===== src/rtl/qdc_ebd_pkg.sv =====
`default_nettype none
package qdc_ebd_pkg;

  // Store and buffer geometry
  localparam int unsigned STORE_DEPTH  = 32;
  localparam int unsigned BUFFER_WORDS = 4096;
  localparam int unsigned MAX_RESULTS  = 32;

  localparam int unsigned SD_W = (STORE_DEPTH > 1) ? $clog2(STORE_DEPTH) : 1;
  localparam int unsigned WP_W = $clog2(BUFFER_WORDS);
  localparam int unsigned CNT_W = 6;  // header count field, stored count, result count

  // Stored word layout: kind[20:18], channel[17:13], overflow[12], value[11:0]
  localparam int unsigned ENTRY_W = 21;

  // Word kinds, bits 26..24
  localparam logic [2:0] KIND_DATUM   = 3'd0;
  localparam logic [2:0] KIND_HEADER  = 3'd2;
  localparam logic [2:0] KIND_EOB     = 3'd4;
  localparam logic [2:0] KIND_INVALID = 3'd6;

  // Result status codes
  localparam logic [2:0] STAT_DATA       = 3'd0;
  localparam logic [2:0] STAT_UNEXP_HDR  = 3'd1;
  localparam logic [2:0] STAT_UNEXP_EOB  = 3'd2;
  localparam logic [2:0] STAT_INVALID    = 3'd3;
  localparam logic [2:0] STAT_BAD_STORED = 3'd4;
  localparam logic [2:0] STAT_SURPLUS    = 3'd5;

  // Configuration register indexes (byte address = 8 * index)
  localparam logic [2:0] REG_MASK_LOW   = 3'd0;
  localparam logic [2:0] REG_MASK_HIGH  = 3'd1;
  localparam logic [2:0] REG_BOARD      = 3'd2;
  localparam logic [2:0] REG_SKIP_MODE  = 3'd3;
  localparam logic [2:0] REG_LIMIT      = 3'd4;

endpackage
`default_nettype wire


===== src/rtl/qdc_event_block_decoder.sv =====
`default_nettype none
// Channel  | Direction | Handshake              | Payload
// in_      | input     | in_valid / in_stall    | in_raw_word[31:0]
// out_     | output    | out_valid / out_stall  | status, event_count, channel,
//          |           |                        | adc_value, overflow, last
// cfg_     | input     | APB psel/penable/pready| 64-bit registers at 8 * index
//
// Header, datum, reserved and buffer-end words are taken in idle. An error
// word goes through S_ERR, which waits out any output stall. An end-of-block
// word walks the stored words newest first through one registered store read
// port, S_WALK_RD then S_WALK_EV per word, and S_END flushes the held datum.
// Synchronous active-low reset clears control state, not the walk registers
// or the word store. in_stall is high whenever the sequencer is away from
// idle; the output register decouples out_stall from the input side.
module qdc_event_block_decoder
  import qdc_ebd_pkg::*;
(
  input  wire logic        clk,
  input  wire logic        rst_n,

  input  wire logic        in_valid,
  output logic             in_stall,
  input  wire logic [31:0] in_raw_word,

  output logic             out_valid,
  input  wire logic        out_stall,
  output logic [2:0]       out_status,
  output logic [23:0]      out_event_count,
  output logic [6:0]       out_channel,
  output logic [11:0]      out_adc_value,
  output logic             out_overflow,
  output logic             out_last,

  input  wire logic        cfg_psel,
  input  wire logic        cfg_penable,
  input  wire logic        cfg_pwrite,
  input  wire logic [5:0]  cfg_paddr,
  input  wire logic [63:0] cfg_pwdata,
  output logic [63:0]      cfg_prdata,
  output logic             cfg_pready
);

  // Sequencer codes
  localparam logic [2:0] S_IDLE    = 3'd0;
  localparam logic [2:0] S_WALK_RD = 3'd1;  // store read issued
  localparam logic [2:0] S_WALK_EV = 3'd2;  // evaluate stored word
  localparam logic [2:0] S_END     = 3'd3;  // flush held datum
  localparam logic [2:0] S_ERR     = 3'd4;  // send error result

  localparam logic [WP_W-1:0] WP_LAST = WP_W'(BUFFER_WORDS - 1);
  localparam logic [SD_W-1:0] PTR_TOP = SD_W'(STORE_DEPTH - 1);
  localparam logic [CNT_W-1:0] DEPTH_C = CNT_W'(STORE_DEPTH);
  localparam logic [CNT_W-1:0] MAXR_C  = CNT_W'(MAX_RESULTS);

  // Configuration registers
  logic [63:0] mask_low_r;
  logic [31:0] mask_high_r;
  logic [1:0]  board_r;
  logic        skip_mode_r;
  logic [30:0] limit_r;

  // Parse state
  logic [2:0]       state_r, state_nxt;
  logic             in_block_r, in_block_nxt;
  logic [CNT_W-1:0] exp_cnt_r, exp_cnt_nxt;
  logic [CNT_W-1:0] str_cnt_r, str_cnt_nxt;
  logic [SD_W-1:0]  wr_ptr_r, wr_ptr_nxt;
  logic             halted_r, halted_nxt;
  logic [WP_W-1:0]  word_pos_r, word_pos_nxt;
  logic [31:0]      blk_cnt_r, blk_cnt_nxt;

  // Walk state
  logic [SD_W-1:0]  rd_ptr_r, rd_ptr_nxt;
  logic [CNT_W-1:0] rem_r, rem_nxt;
  logic [23:0]      ev_r, ev_nxt;
  logic             send_r, send_nxt;
  logic [CNT_W-1:0] res_cnt_r, res_cnt_nxt;
  logic [2:0]       err_r, err_nxt;
  logic             clr_after_r, clr_after_nxt;
  logic             pend_valid_r, pend_valid_nxt;
  logic [6:0]       pend_chan_r, pend_chan_nxt;
  logic [11:0]      pend_val_r, pend_val_nxt;
  logic             pend_ov_r, pend_ov_nxt;

  // Word store
  logic [ENTRY_W-1:0] store_mem [STORE_DEPTH];
  logic [ENTRY_W-1:0] rd_data_r;
  logic               mem_we;
  logic [ENTRY_W-1:0] mem_wdata;

  // Output register
  logic        out_valid_r;
  logic [2:0]  out_status_r, out_status_nxt;
  logic [23:0] out_ev_r, out_ev_nxt;
  logic [6:0]  out_chan_r, out_chan_nxt;
  logic [11:0] out_val_r, out_val_nxt;
  logic        out_ov_r, out_ov_nxt;
  logic        out_last_r, out_last_nxt;
  logic        out_load;
  logic        out_free;

  // Decode helpers
  logic        in_acc;
  logic [2:0]  kind;
  logic        buf_end;
  logic [6:0]  walk_chan;
  logic [127:0] mask_all;
  logic        chan_en;
  logic        want;
  logic        cfg_wr;

  assign in_stall = (state_r != S_IDLE);
  assign in_acc   = in_valid && (state_r == S_IDLE);
  assign kind     = in_raw_word[26:24];
  assign buf_end  = (word_pos_r == WP_LAST);
  assign out_free = !out_valid_r || !out_stall;

  assign mask_all  = {32'd0, mask_high_r, mask_low_r};
  assign walk_chan = {board_r, rd_data_r[17:13]};
  assign chan_en   = mask_all[walk_chan];
  assign want      = send_r && chan_en && (res_cnt_r < MAXR_C);

  always_comb begin
    state_nxt      = state_r;
    in_block_nxt   = in_block_r;
    exp_cnt_nxt    = exp_cnt_r;
    str_cnt_nxt    = str_cnt_r;
    wr_ptr_nxt     = wr_ptr_r;
    halted_nxt     = halted_r;
    word_pos_nxt   = word_pos_r;
    blk_cnt_nxt    = blk_cnt_r;
    rd_ptr_nxt     = rd_ptr_r;
    rem_nxt        = rem_r;
    ev_nxt         = ev_r;
    send_nxt       = send_r;
    res_cnt_nxt    = res_cnt_r;
    err_nxt        = err_r;
    clr_after_nxt  = clr_after_r;
    pend_valid_nxt = pend_valid_r;
    pend_chan_nxt  = pend_chan_r;
    pend_val_nxt   = pend_val_r;
    pend_ov_nxt    = pend_ov_r;
    mem_we         = 1'b0;
    mem_wdata      = {kind, in_raw_word[20:16], in_raw_word[12:0]};
    out_load       = 1'b0;
    out_status_nxt = STAT_DATA;
    out_ev_nxt     = ev_r;
    out_chan_nxt   = pend_chan_r;
    out_val_nxt    = pend_val_r;
    out_ov_nxt     = pend_ov_r;
    out_last_nxt   = 1'b0;

    unique case (state_r)
      S_IDLE: begin
        if (in_acc) begin
          if (in_raw_word == 32'hFFFF_FFFF) begin
            in_block_nxt = 1'b0;
            exp_cnt_nxt  = '0;
            str_cnt_nxt  = '0;
            halted_nxt   = 1'b0;
            word_pos_nxt = '0;
          end else begin
            clr_after_nxt = buf_end;
            if (!halted_r) begin
              if (in_block_r && (str_cnt_r < exp_cnt_r)) begin
                mem_we      = 1'b1;
                str_cnt_nxt = str_cnt_r + CNT_W'(1);
                wr_ptr_nxt  = (wr_ptr_r == PTR_TOP) ? '0 : wr_ptr_r + SD_W'(1);
              end else if (kind == KIND_HEADER) begin
                if (!in_block_r) begin
                  exp_cnt_nxt  = in_raw_word[13:8];
                  str_cnt_nxt  = '0;
                  wr_ptr_nxt   = '0;
                  in_block_nxt = 1'b1;
                end else begin
                  err_nxt   = STAT_UNEXP_HDR;
                  ev_nxt    = '0;
                  state_nxt = S_ERR;
                end
              end else if (kind == KIND_EOB) begin
                if (in_block_r) begin
                  // Launch the walk from the newest stored word
                  in_block_nxt   = 1'b0;
                  ev_nxt         = in_raw_word[23:0];
                  rem_nxt        = (str_cnt_r > DEPTH_C) ? DEPTH_C : str_cnt_r;
                  rd_ptr_nxt     = (wr_ptr_r == '0) ? PTR_TOP : wr_ptr_r - SD_W'(1);
                  send_nxt       = skip_mode_r || (blk_cnt_r < {1'b0, limit_r});
                  res_cnt_nxt    = '0;
                  pend_valid_nxt = 1'b0;
                  state_nxt      = S_WALK_RD;
                end else begin
                  err_nxt   = STAT_UNEXP_EOB;
                  ev_nxt    = '0;
                  state_nxt = S_ERR;
                end
              end else if (kind == KIND_INVALID) begin
                if (!skip_mode_r) begin
                  err_nxt   = STAT_INVALID;
                  ev_nxt    = '0;
                  state_nxt = S_ERR;
                end
              end else if (kind == KIND_DATUM) begin
                err_nxt   = STAT_SURPLUS;
                ev_nxt    = '0;
                state_nxt = S_ERR;
              end
            end
            if (buf_end) begin
              in_block_nxt = 1'b0;
              exp_cnt_nxt  = '0;
              str_cnt_nxt  = '0;
              halted_nxt   = 1'b0;
              word_pos_nxt = '0;
            end else begin
              word_pos_nxt = word_pos_r + WP_W'(1);
            end
          end
        end
      end

      S_WALK_RD: begin
        if (rem_r == '0) begin
          err_nxt   = STAT_SURPLUS;
          state_nxt = S_END;
        end else begin
          state_nxt = S_WALK_EV;
        end
      end

      S_WALK_EV: begin
        if (rd_data_r[20:18] != KIND_DATUM) begin
          err_nxt   = STAT_BAD_STORED;
          state_nxt = S_END;
        end else if (!(want && pend_valid_r && !out_free)) begin
          if (want) begin
            // Held datum goes out once an older one proves it is not last
            out_load       = pend_valid_r;
            pend_valid_nxt = 1'b1;
            pend_chan_nxt  = walk_chan;
            pend_val_nxt   = rd_data_r[11:0];
            pend_ov_nxt    = rd_data_r[12];
            res_cnt_nxt    = res_cnt_r + CNT_W'(1);
          end
          if (rd_data_r[17:13] == 5'd0) begin
            err_nxt   = STAT_DATA;
            state_nxt = S_END;
          end else begin
            rem_nxt    = rem_r - CNT_W'(1);
            rd_ptr_nxt = (rd_ptr_r == '0) ? PTR_TOP : rd_ptr_r - SD_W'(1);
            state_nxt  = S_WALK_RD;
          end
        end
      end

      S_END: begin
        if (err_r == STAT_DATA) begin
          if (!pend_valid_r) begin
            blk_cnt_nxt = blk_cnt_r + 32'd1;
            state_nxt   = S_IDLE;
          end else if (out_free) begin
            out_load       = 1'b1;
            out_last_nxt   = 1'b1;
            pend_valid_nxt = 1'b0;
            blk_cnt_nxt    = blk_cnt_r + 32'd1;
            state_nxt      = S_IDLE;
          end
        end else if (pend_valid_r && (res_cnt_r == MAXR_C)) begin
          // No slot left: the error takes the last data slot
          pend_valid_nxt = 1'b0;
          state_nxt      = S_ERR;
        end else if (!pend_valid_r) begin
          state_nxt = S_ERR;
        end else if (out_free) begin
          out_load       = 1'b1;
          pend_valid_nxt = 1'b0;
          state_nxt      = S_ERR;
        end
      end

      S_ERR: begin
        if (out_free) begin
          out_load       = 1'b1;
          out_status_nxt = err_r;
          out_chan_nxt   = '0;
          out_val_nxt    = '0;
          out_ov_nxt     = 1'b0;
          out_last_nxt   = 1'b1;
          halted_nxt     = !clr_after_r;
          state_nxt      = S_IDLE;
        end
      end

      default: begin
        state_nxt = S_IDLE;
      end
    endcase
  end

  always_ff @(posedge clk) begin
    if (!rst_n) begin
      state_r      <= S_IDLE;
      in_block_r   <= 1'b0;
      exp_cnt_r    <= '0;
      str_cnt_r    <= '0;
      wr_ptr_r     <= '0;
      halted_r     <= 1'b0;
      word_pos_r   <= '0;
      blk_cnt_r    <= '0;
      pend_valid_r <= 1'b0;
      out_valid_r  <= 1'b0;
    end else begin
      state_r      <= state_nxt;
      in_block_r   <= in_block_nxt;
      exp_cnt_r    <= exp_cnt_nxt;
      str_cnt_r    <= str_cnt_nxt;
      wr_ptr_r     <= wr_ptr_nxt;
      halted_r     <= halted_nxt;
      word_pos_r   <= word_pos_nxt;
      blk_cnt_r    <= blk_cnt_nxt;
      pend_valid_r <= pend_valid_nxt;
      if (out_load) begin
        out_valid_r <= 1'b1;
      end else if (!out_stall) begin
        out_valid_r <= 1'b0;
      end
    end
  end

  // Walk and output payload
  always_ff @(posedge clk) begin
    rd_ptr_r    <= rd_ptr_nxt;
    rem_r       <= rem_nxt;
    ev_r        <= ev_nxt;
    send_r      <= send_nxt;
    res_cnt_r   <= res_cnt_nxt;
    err_r       <= err_nxt;
    clr_after_r <= clr_after_nxt;
    pend_chan_r <= pend_chan_nxt;
    pend_val_r  <= pend_val_nxt;
    pend_ov_r   <= pend_ov_nxt;
    if (out_load) begin
      out_status_r <= out_status_nxt;
      out_ev_r     <= out_ev_nxt;
      out_chan_r   <= out_chan_nxt;
      out_val_r    <= out_val_nxt;
      out_ov_r     <= out_ov_nxt;
      out_last_r   <= out_last_nxt;
    end
  end

  // Word store: one write port, one registered read port
  always_ff @(posedge clk) begin
    if (mem_we) begin
      store_mem[wr_ptr_r] <= mem_wdata;
    end
    rd_data_r <= store_mem[rd_ptr_r];
  end

  // Configuration port
  assign cfg_pready = 1'b1;
  assign cfg_wr     = cfg_psel && cfg_penable && cfg_pwrite;

  always_ff @(posedge clk) begin
    if (!rst_n) begin
      mask_low_r  <= '0;
      mask_high_r <= '0;
      board_r     <= '0;
      skip_mode_r <= 1'b0;
      limit_r     <= '0;
    end else if (cfg_wr) begin
      unique case (cfg_paddr[5:3])
        REG_MASK_LOW:  mask_low_r  <= cfg_pwdata;
        REG_MASK_HIGH: mask_high_r <= cfg_pwdata[31:0];
        REG_BOARD:     board_r     <= cfg_pwdata[1:0];
        REG_SKIP_MODE: skip_mode_r <= cfg_pwdata[0];
        REG_LIMIT:     limit_r     <= cfg_pwdata[30:0];
        default: ;
      endcase
    end
  end

  always_comb begin
    unique case (cfg_paddr[5:3])
      REG_MASK_LOW:  cfg_prdata = mask_low_r;
      REG_MASK_HIGH: cfg_prdata = {32'd0, mask_high_r};
      REG_BOARD:     cfg_prdata = {62'd0, board_r};
      REG_SKIP_MODE: cfg_prdata = {63'd0, skip_mode_r};
      REG_LIMIT:     cfg_prdata = {33'd0, limit_r};
      default:       cfg_prdata = '0;
    endcase
  end

  assign out_valid       = out_valid_r;
  assign out_status      = out_status_r;
  assign out_event_count = out_ev_r;
  assign out_channel     = out_chan_r;
  assign out_adc_value   = out_val_r;
  assign out_overflow    = out_ov_r;
  assign out_last        = out_last_r;

endmodule
`default_nettype wire


===== config.mk =====
export PLATFORM = sky130hd
export DESIGN_NAME = qdc_event_block_decoder
export DESIGN_NICKNAME = d
export VERILOG_FILES = /design/src/rtl/qdc_ebd_pkg.sv /design/src/rtl/qdc_event_block_decoder.sv
export SDC_FILE = /design/constraint.sdc
export NUM_CORES = 1
export LEC_CHECK = 0
export ABC_AREA = 1
export BUFFER_PORTS_ARGS = -buffer_cell sky130_fd_sc_hd__buf_2
export CAP_MARGIN = 20
export CORE_ASPECT_RATIO = 1.4
export CORE_MARGIN = 3
export CORE_UTILIZATION = 40
export CTS_CLUSTER_SIZE = 30
export DETAILED_ROUTE_END_ITERATION = 6
export GPL_TIMING_DRIVEN = 1
export PLACE_DENSITY = 0.68
export SLEW_MARGIN = 20
export SYNTH_ARGS = -nofsm -noshare
export SYNTH_HDL_FRONTEND = slang
export SYNTH_SLANG_ARGS = --single-unit

===== constraint.sdc =====
create_clock -name clk -period 4.9 [get_ports clk]
set_input_delay 0.245 -clock clk [delete_from_list [all_inputs] [get_ports clk]]
set_output_delay 0.245 -clock clk [all_outputs]
set_load 0.01 [all_outputs]

==> results of run 1 <==
[stage by stage]
step / cells / area, um2 / power, mW
6_report: 5615 / 48700 / 20.6
5_1_grt: 5612 / 48700 / 21.3
4_1_cts: 5611 / 48700 / 20.7
3_5_place_dp: 5344 / 44500 / 12.8
3_3_place_gp: 5344 / 44500 / 12.7
2_1_floorplan: 3907 / 41700 / 11.6
[metal layers]
metal,GRT usage (%),wire length (um)
met1,26.4,46100
met2,38.2,60200
met3,3.43,9310
met4,8.69,4630
met5,0,13
[cell families after synthesis]
group,count (synthesis),synth area share [%]
AOI/OAI and AO/OA,1020,13.4
xor gates and xnor gates,19,0.399
adders and majority gates,49,1.47
buffers and inverters,489,4.50
DFF,1005,67.2
other,1,0.00900
and+or+nand+nor,1324,13.1
[area by class of cell]
| class | instances | area (um2) |
|---|---|---|
| well taps | 1339 | 1680 |
| multi-input cells | 2413 | 11900 |
| fillers | 9150 | 54200 |
| clock inverters | 61 | 771 |
| inverters | 262 | 993 |
| repair buffers | 405 | 2730 |
| clock buffers | 126 | 2640 |
| diodes | 4 | 10.0 |
| flip-flops and latches | 1005 | 28000 |
[registers in the layout, indices dropped and copies added (netlist names), 6 cells and up]
| signal | cells |
|---|---|
| rem_r | 6 |
| mask_low_r | 64 |
| limit_r | 31 |
| res_cnt_r | 6 |
| out_adc_value | 12 |
| ev_r | 24 |
| pend_chan_r | 7 |
| word_pos_r | 12 |
| store_mem | 672 |
| rd_data_r | 21 |
| exp_cnt_r | 6 |
| pend_val_r | 12 |
| str_cnt_r | 6 |
| out_event_count | 24 |
| mask_high_r | 32 |
| out_channel | 7 |
| blk_cnt_r | 32 |
[how the worst max path moves through the flow]
| stage | cells after the start | startpoint | slack, ns | endpoint |
|---|---|---|---|---|
| detailed placement | 9 | in_raw_word[5] | 1.34 | store_mem[27][13] |
| global placement | 9 | in_raw_word[5] | 1.43 | store_mem[27][20] |
| floorplan | 7 | exp_cnt_r[1] | 0.97 | ev_r[0] |
| finish | 12 | rd_data_r[14] | 1.44 | res_cnt_r[2] |
| CTS | 12 | rd_data_r[14] | 1.46 | res_cnt_r[4] |
| global route | 12 | rd_data_r[14] | 1.23 | res_cnt_r[4] |
[layout by cell type (no fill, tap or decap), types with 7 or more instances in the layout]
cell type / count
clkbuf_1: 23
nor4_1: 11
dlygate4sd3_1: 80
bufinv_16: 14
xnor2_1: 7
clkbuf_16: 101
buf_2: 218
inv_2: 12
xor2_1: 12
o31ai_1: 12
ha_1: 49
a21oi_1: 151
edfxtp_1: 786
dfxtp_1: 218
buf_4: 104
clkinv_2: 18
nand3_1: 108
clkinv_1: 17
nor3_1: 39
nor3_2: 9
nand2_1: 384
inv_1: 247
o21ai_0: 582
nand4_1: 32
o22ai_1: 201
o211ai_1: 32
nor2_2: 40
nor2_1: 672
[power groups by stage]
stage	clock network [mW]	logic [mW]	registers, mW
after CTS	8.04	2.98	9.68
after global placement	0	2.88	9.86
after floorplan	0	1.73	9.85
after global routing	8.37	3.28	9.70
after detailed placement	0	2.91	9.86
final	7.92	3.00	9.68
[critical path: cells and delay by family (launching register included)]
kind	cells	cell delay, ns
AND/OR/NAND/NOR	8	1.26
flip-flops	1	0.30
buffers and inverters	2	1.01
AO/OA/AOI/OAI	2	0.49
==> metrics.md, run 1 <==
| Metric | Value |
|---|---|
| Clk Latency, worst-skew pair | 0.68 ns |
| Sequential area share after synthesis | 67.2% |
| CP Capture Type | flip-flop |
| Post-Synthesis Cells | 3,907 |
| Largest net degree at the start of global routing | 186 |
| Slew @ Worst Pin | 1.15 ns |
| Logic gate share of total power | 14.6% |
| Biggest area consumer among synthesized cells | edfxtp_1 |
| Seq pwr share | 47.0% |
| RSZ-0062 raised after global routing | no |
| Crit-path slowest cell | inv_1 |
| Status | finished, final reports clean |
| Clock Path Buffers | 3 |
| Sw power | 5.63 mW |
| Cts repair resizes | 0 |
| Ranking of synthesized cells by area | edfxtp_1 (57%), dfxtp_1 (11%), o21ai_0 (7.0%) |
| Area Overhead vs Synth | 16.9% |
| Final hold viol count | 0 |
| Crit Path Max Fanout | 27 |
| Die Width | 279 um |
| Hold Path Origin | cfg_paddr[3] |
| Fin util | 47.3% |
| Final Setup Violations | 0 |
| FFs w/ async S/R, synth | 0% |
| Synth Cell Area | 41,700 um2 |
| R2R depth | 12 |
| Number of global-route vias before repair | 29,600 |
| Routed WL | 120,000 um |
| Mapped Avg Cell Area | 10.7 um2 |
| Number of flops mapped to enable cells by yosys | 786 |
| Top-count cell post-synth | edfxtp_1 |
| Cell row count | 139 |
| Max incr delay on CP | 0.77 ns |
| Clk_skew | 0.0404 ns |
| Setup bufs post-CTS | 0 |
| Routed vias | 30,800 |
| Post-detailed-route count of antenna-violating nets | 0 |
| Core area | 103,000 um2 |
| Reg-to-reg slack, setup | 1.44 ns |
| Worst R2R Start | rd_data_r[14] |
| Initial antenna violation count | 10 |
| Proportion of layout cells with a drive suffix above 1 | 13.1% |
| H-tree depth | 3 |
| Clk pwr share | 38.5% |
| Final period utilization | 70.7% |
| Dpl ws | 1.34 ns |
| DP Wirelength | 77,800 um |
| Internal power | 15.0 mW |
| CTS tree | yes |
| VDD IR max | 0.280 mV |
| Drc violations | 0 |
| GRT overflow | 0 |
| Worst hold slack | 0.0439 ns |
| Max Cap Violations | 0 |
| CTS Buf Count | 100 |
| Die height | 388 um |
| Placer Congestion | 0.933 |
| Hold Crit Depth | 4 |
| WS Path Type | reg2reg |
| Drt first-iter violations | 3,166 |
| Yosys warns | 0 |
| Max_slew headroom | 23.0% |
| TritonRoute pass-1 iters | 6 |
| IO Count | 224 |
| First-pass GRT wire length | 180,000 um |
| Worst EP required | 5.20 ns |
| GRT Overall Usage | 21.7% |
| IO buf count | 219 |
| Setup WS post-layout | 1.44 ns |
| PD cells | 423 nW/um2 |
| Leakage Power | 17.2 nW |
| Crit start category | flip-flop |
| Prevailing post-synth register cell | edfxtp_1 |
| CTS Sinks | 1,005 |
| DR WL/cell | 21.4 um |
| Sink of the worst hold path | skip_mode_r |
| Root Driver | clkbuf_16 |
| Fmax | 289 MHz |
| CTS clk-pin slew, worst paths | 0.06 ns |
| Sw Share | 27.3% |
| CP Data Arrival Time | 3.77 ns |
| Die Area | 108,000 um2 |
| Fin Setup TNS | 0 ns |
| Vias per Instance | 5.49 |
| Unique masters post-synth | 50 |
| Initial Util | 40.5% |
| Synth top cells by count | edfxtp_1 (786), nor2_1 (707), o21ai_0 (582) |
| Synthesized flop and latch total | 1,005 |
| Area share of the largest cell type after synthesis | 56.6% |
| Critical path cell sequence | buf_4 -> inv_1 -> o21ai_0 -> o221ai_1 -> nand3_1 -> nand3_1 -> nand3_1 -> nand2_1 -> nand2_1 -> nand2_1 -> nand4_1 -> nor2_1 |
| HP Class | in2reg |
| Syn Nets | 4,065 |
| Final Slew Violations | 0 |
| Fin crit period | 3.46 ns |
| Worst R2R End | res_cnt_r[2] |
| Cts hold-fix bufs | 80 |
| NumNets Final | 4,345 |
Power figures use the tool's default switching activity.
==> inputs of run 2 (changes only) <==
==> constraint.sdc (replaced) <==
create_clock -name clk -period 3.31 [get_ports clk]
set_input_delay 0.1655 -clock clk [delete_from_list [all_inputs] [get_ports clk]]
set_output_delay 0.1655 -clock clk [all_outputs]
set_load 0.01 [all_outputs]
==> run 2 against run 1 <==
Against the previous run:
- wire length is 0.22% higher
- sequential power is 48% higher
- worst setup slack worse by 1.2 ns
- design area is 1.1% higher
- largest power group unchanged
==> metrics.md, run 2 (synthesized netlist as in run 1, its figures left out) <==
| Metric | Value |
|---|---|
| Area Overhead vs Synth | 18.2% |
| Worst R2R End | store_mem[6][5] |
| Setup bufs post-CTS | 0 |
| Routed WL | 121,000 um |
| Crit start category | flip-flop |
| Leakage Power | 17.5 nW |
| Slew @ Worst Pin | 1.06 ns |
| Critical path cell sequence | ha_1 -> a21oi_1 -> o21a_1 -> nand3_1 -> nor2_1 -> nand2_1 -> nor2_2 -> buf_4 |
| Reg-to-reg slack, setup | 0.20 ns |
| Crit-path slowest cell | nor2_2 |
| Max_slew headroom | 28.6% |
| Worst hold slack | 0.0546 ns |
| DP Wirelength | 79,000 um |
| Final hold viol count | 0 |
| TritonRoute pass-1 iters | 6 |
| CTS Sinks | 1,005 |
| CTS Buf Count | 98 |
| Clk Latency, worst-skew pair | 0.70 ns |
| Proportion of layout cells with a drive suffix above 1 | 14.0% |
| Sink of the worst hold path | store_mem[14][7] |
| Vias per Instance | 5.49 |
| CP Capture Type | flip-flop |
| VDD IR max | 0.429 mV |
| Drc violations | 0 |
| Initial Util | 40.5% |
| Clock Path Buffers | 3 |
| WP buf/inv | 1 |
| IO buf count | 219 |
| Placed Cells | 5,379 |
| R2R depth | 8 |
| Fin crit period | 3.11 ns |
| GRT Overall Usage | 21.8% |
| Die height | 388 um |
| Final Setup Violations | 0 |
| CP Data Arrival Time | 3.48 ns |
| IO Count | 224 |
| Reg with most FFs | store_mem |
| Hold Crit Depth | 2 |
| CTS tree | yes |
| Root Driver | clkbuf_16 |
| DR WL/cell | 21.3 um |
| Number of global-route vias before repair | 30,000 |
| Placer Congestion | 0.944 |
| Biggest regs | store_mem: 672 flops, mask_low_r: 64 flops |
| H-tree depth | 3 |
| Largest net degree at the start of global routing | 98 |
| Initial antenna violation count | 7 |
| Final period utilization | 93.8% |
| Crit Path Max Fanout | 13 |
| NumNets Final | 4,379 |
| Clk_skew | 0.0533 ns |
| Commonest non-fill, non-tap cell in the layout | edfxtp_1 |
| WS Path Type | reg2reg |
| Drt first-iter violations | 3,211 |
| Post-detailed-route count of antenna-violating nets | 0 |
| Count of non-filler cells in the finished layout | 5,649 |
| Max reg flops | 672 |
| PD cells | 623 nW/um2 |
| Most frequent cells in the layout | edfxtp_1 (786), nor2_1 (672), o21ai_0 (582) |
| Routed vias | 31,000 |
| Status | finished, final reports clean |
| Hold Path Origin | in_raw_word[7] |
| Final Slew Violations | 0 |
| CTS clk-pin slew, worst paths | 0.06 ns |
| Die Width | 279 um |
| Die Area | 108,000 um2 |
| RSZ-0062 raised after global routing | no |
| Cell row count | 139 |
| HP Class | in2reg |
| Worst EP required | 3.69 ns |
| GRT overflow | 0 |
| Crit-path leading delay family | simple AND/OR/NAND/NOR gates |
| Core area | 103,000 um2 |
| Max incr delay on CP | 0.65 ns |
| Fin util | 47.9% |
| Fmax | 322 MHz |
| First-pass GRT wire length | 181,000 um |
| Worst R2R Start | str_cnt_r[3] |
| Max Cap Violations | 0 |
| Total power | 30.7 mW |
## run 2: final cells by class
class / instances / area [um2]
fill: 9137 / 53700
sequential: 1005 / 28000
multi-input combinational: 2413 / 11900
timing repair buffer: 441 / 3190
clock buffer: 124 / 2720
tap: 1339 / 1680
inverter: 262 / 993
clock inverter: 62 / 759
antenna: 3 / 7.51
## run 2: worst max path at each step
stage	from	end	slack (ns)	depth (start not counted)
finish	str_cnt_r[3]	store_mem[6][5]	0.20	8
global route	in_raw_word[18]	store_mem[29][0]	0.01	14
CTS	str_cnt_r[3]	store_mem[6][17]	0.23	8
detailed placement	in_raw_word[0]	store_mem[29][12]	-0.26	13
global placement	in_raw_word[0]	store_mem[29][8]	-0.29	13
floorplan	rd_data_r[13]	out_valid	0.09	13
## run 2: through the flow
step / TNS (ns) / area (um2) / worst slack [ns]
floorplan: 0 / 41700 / 0.0949
global placement: -36.42 / 45000 / -0.292
detailed placement: -26.31 / 45000 / -0.260
CTS: 0 / 49300 / 0.229
global route: 0 / 49300 / 0.0113
finish: 0 / 49300 / 0.204
## run 2: timing repair
action	4_1_cts	5_1_grt
setup endpoints to repair	0	0
hold buffers	81	0
endpoints found under the hold margin	180	0
resized for setup	0	0
## run 2: per-layer routing
layer  global-route usage, %  vias to the layer above  wire [um]
met5                       0                        -         26
met1                    26.3                    14900      45600
li1                        -                    14400          -
met2                    38.2                     1416      59800
met3                    3.59                      306       9510
met4                    9.69                        4       5570
## run 2: where the power goes
group / internal [mW] / switching [mW] / leakage, nW
Combinational: 1.38 / 3.21 / 6.94
Clock: 6.83 / 4.97 / 1.69
Sequential: 14.1 / 0.232 / 8.86
Total: 22.3 / 8.40 / 17.5
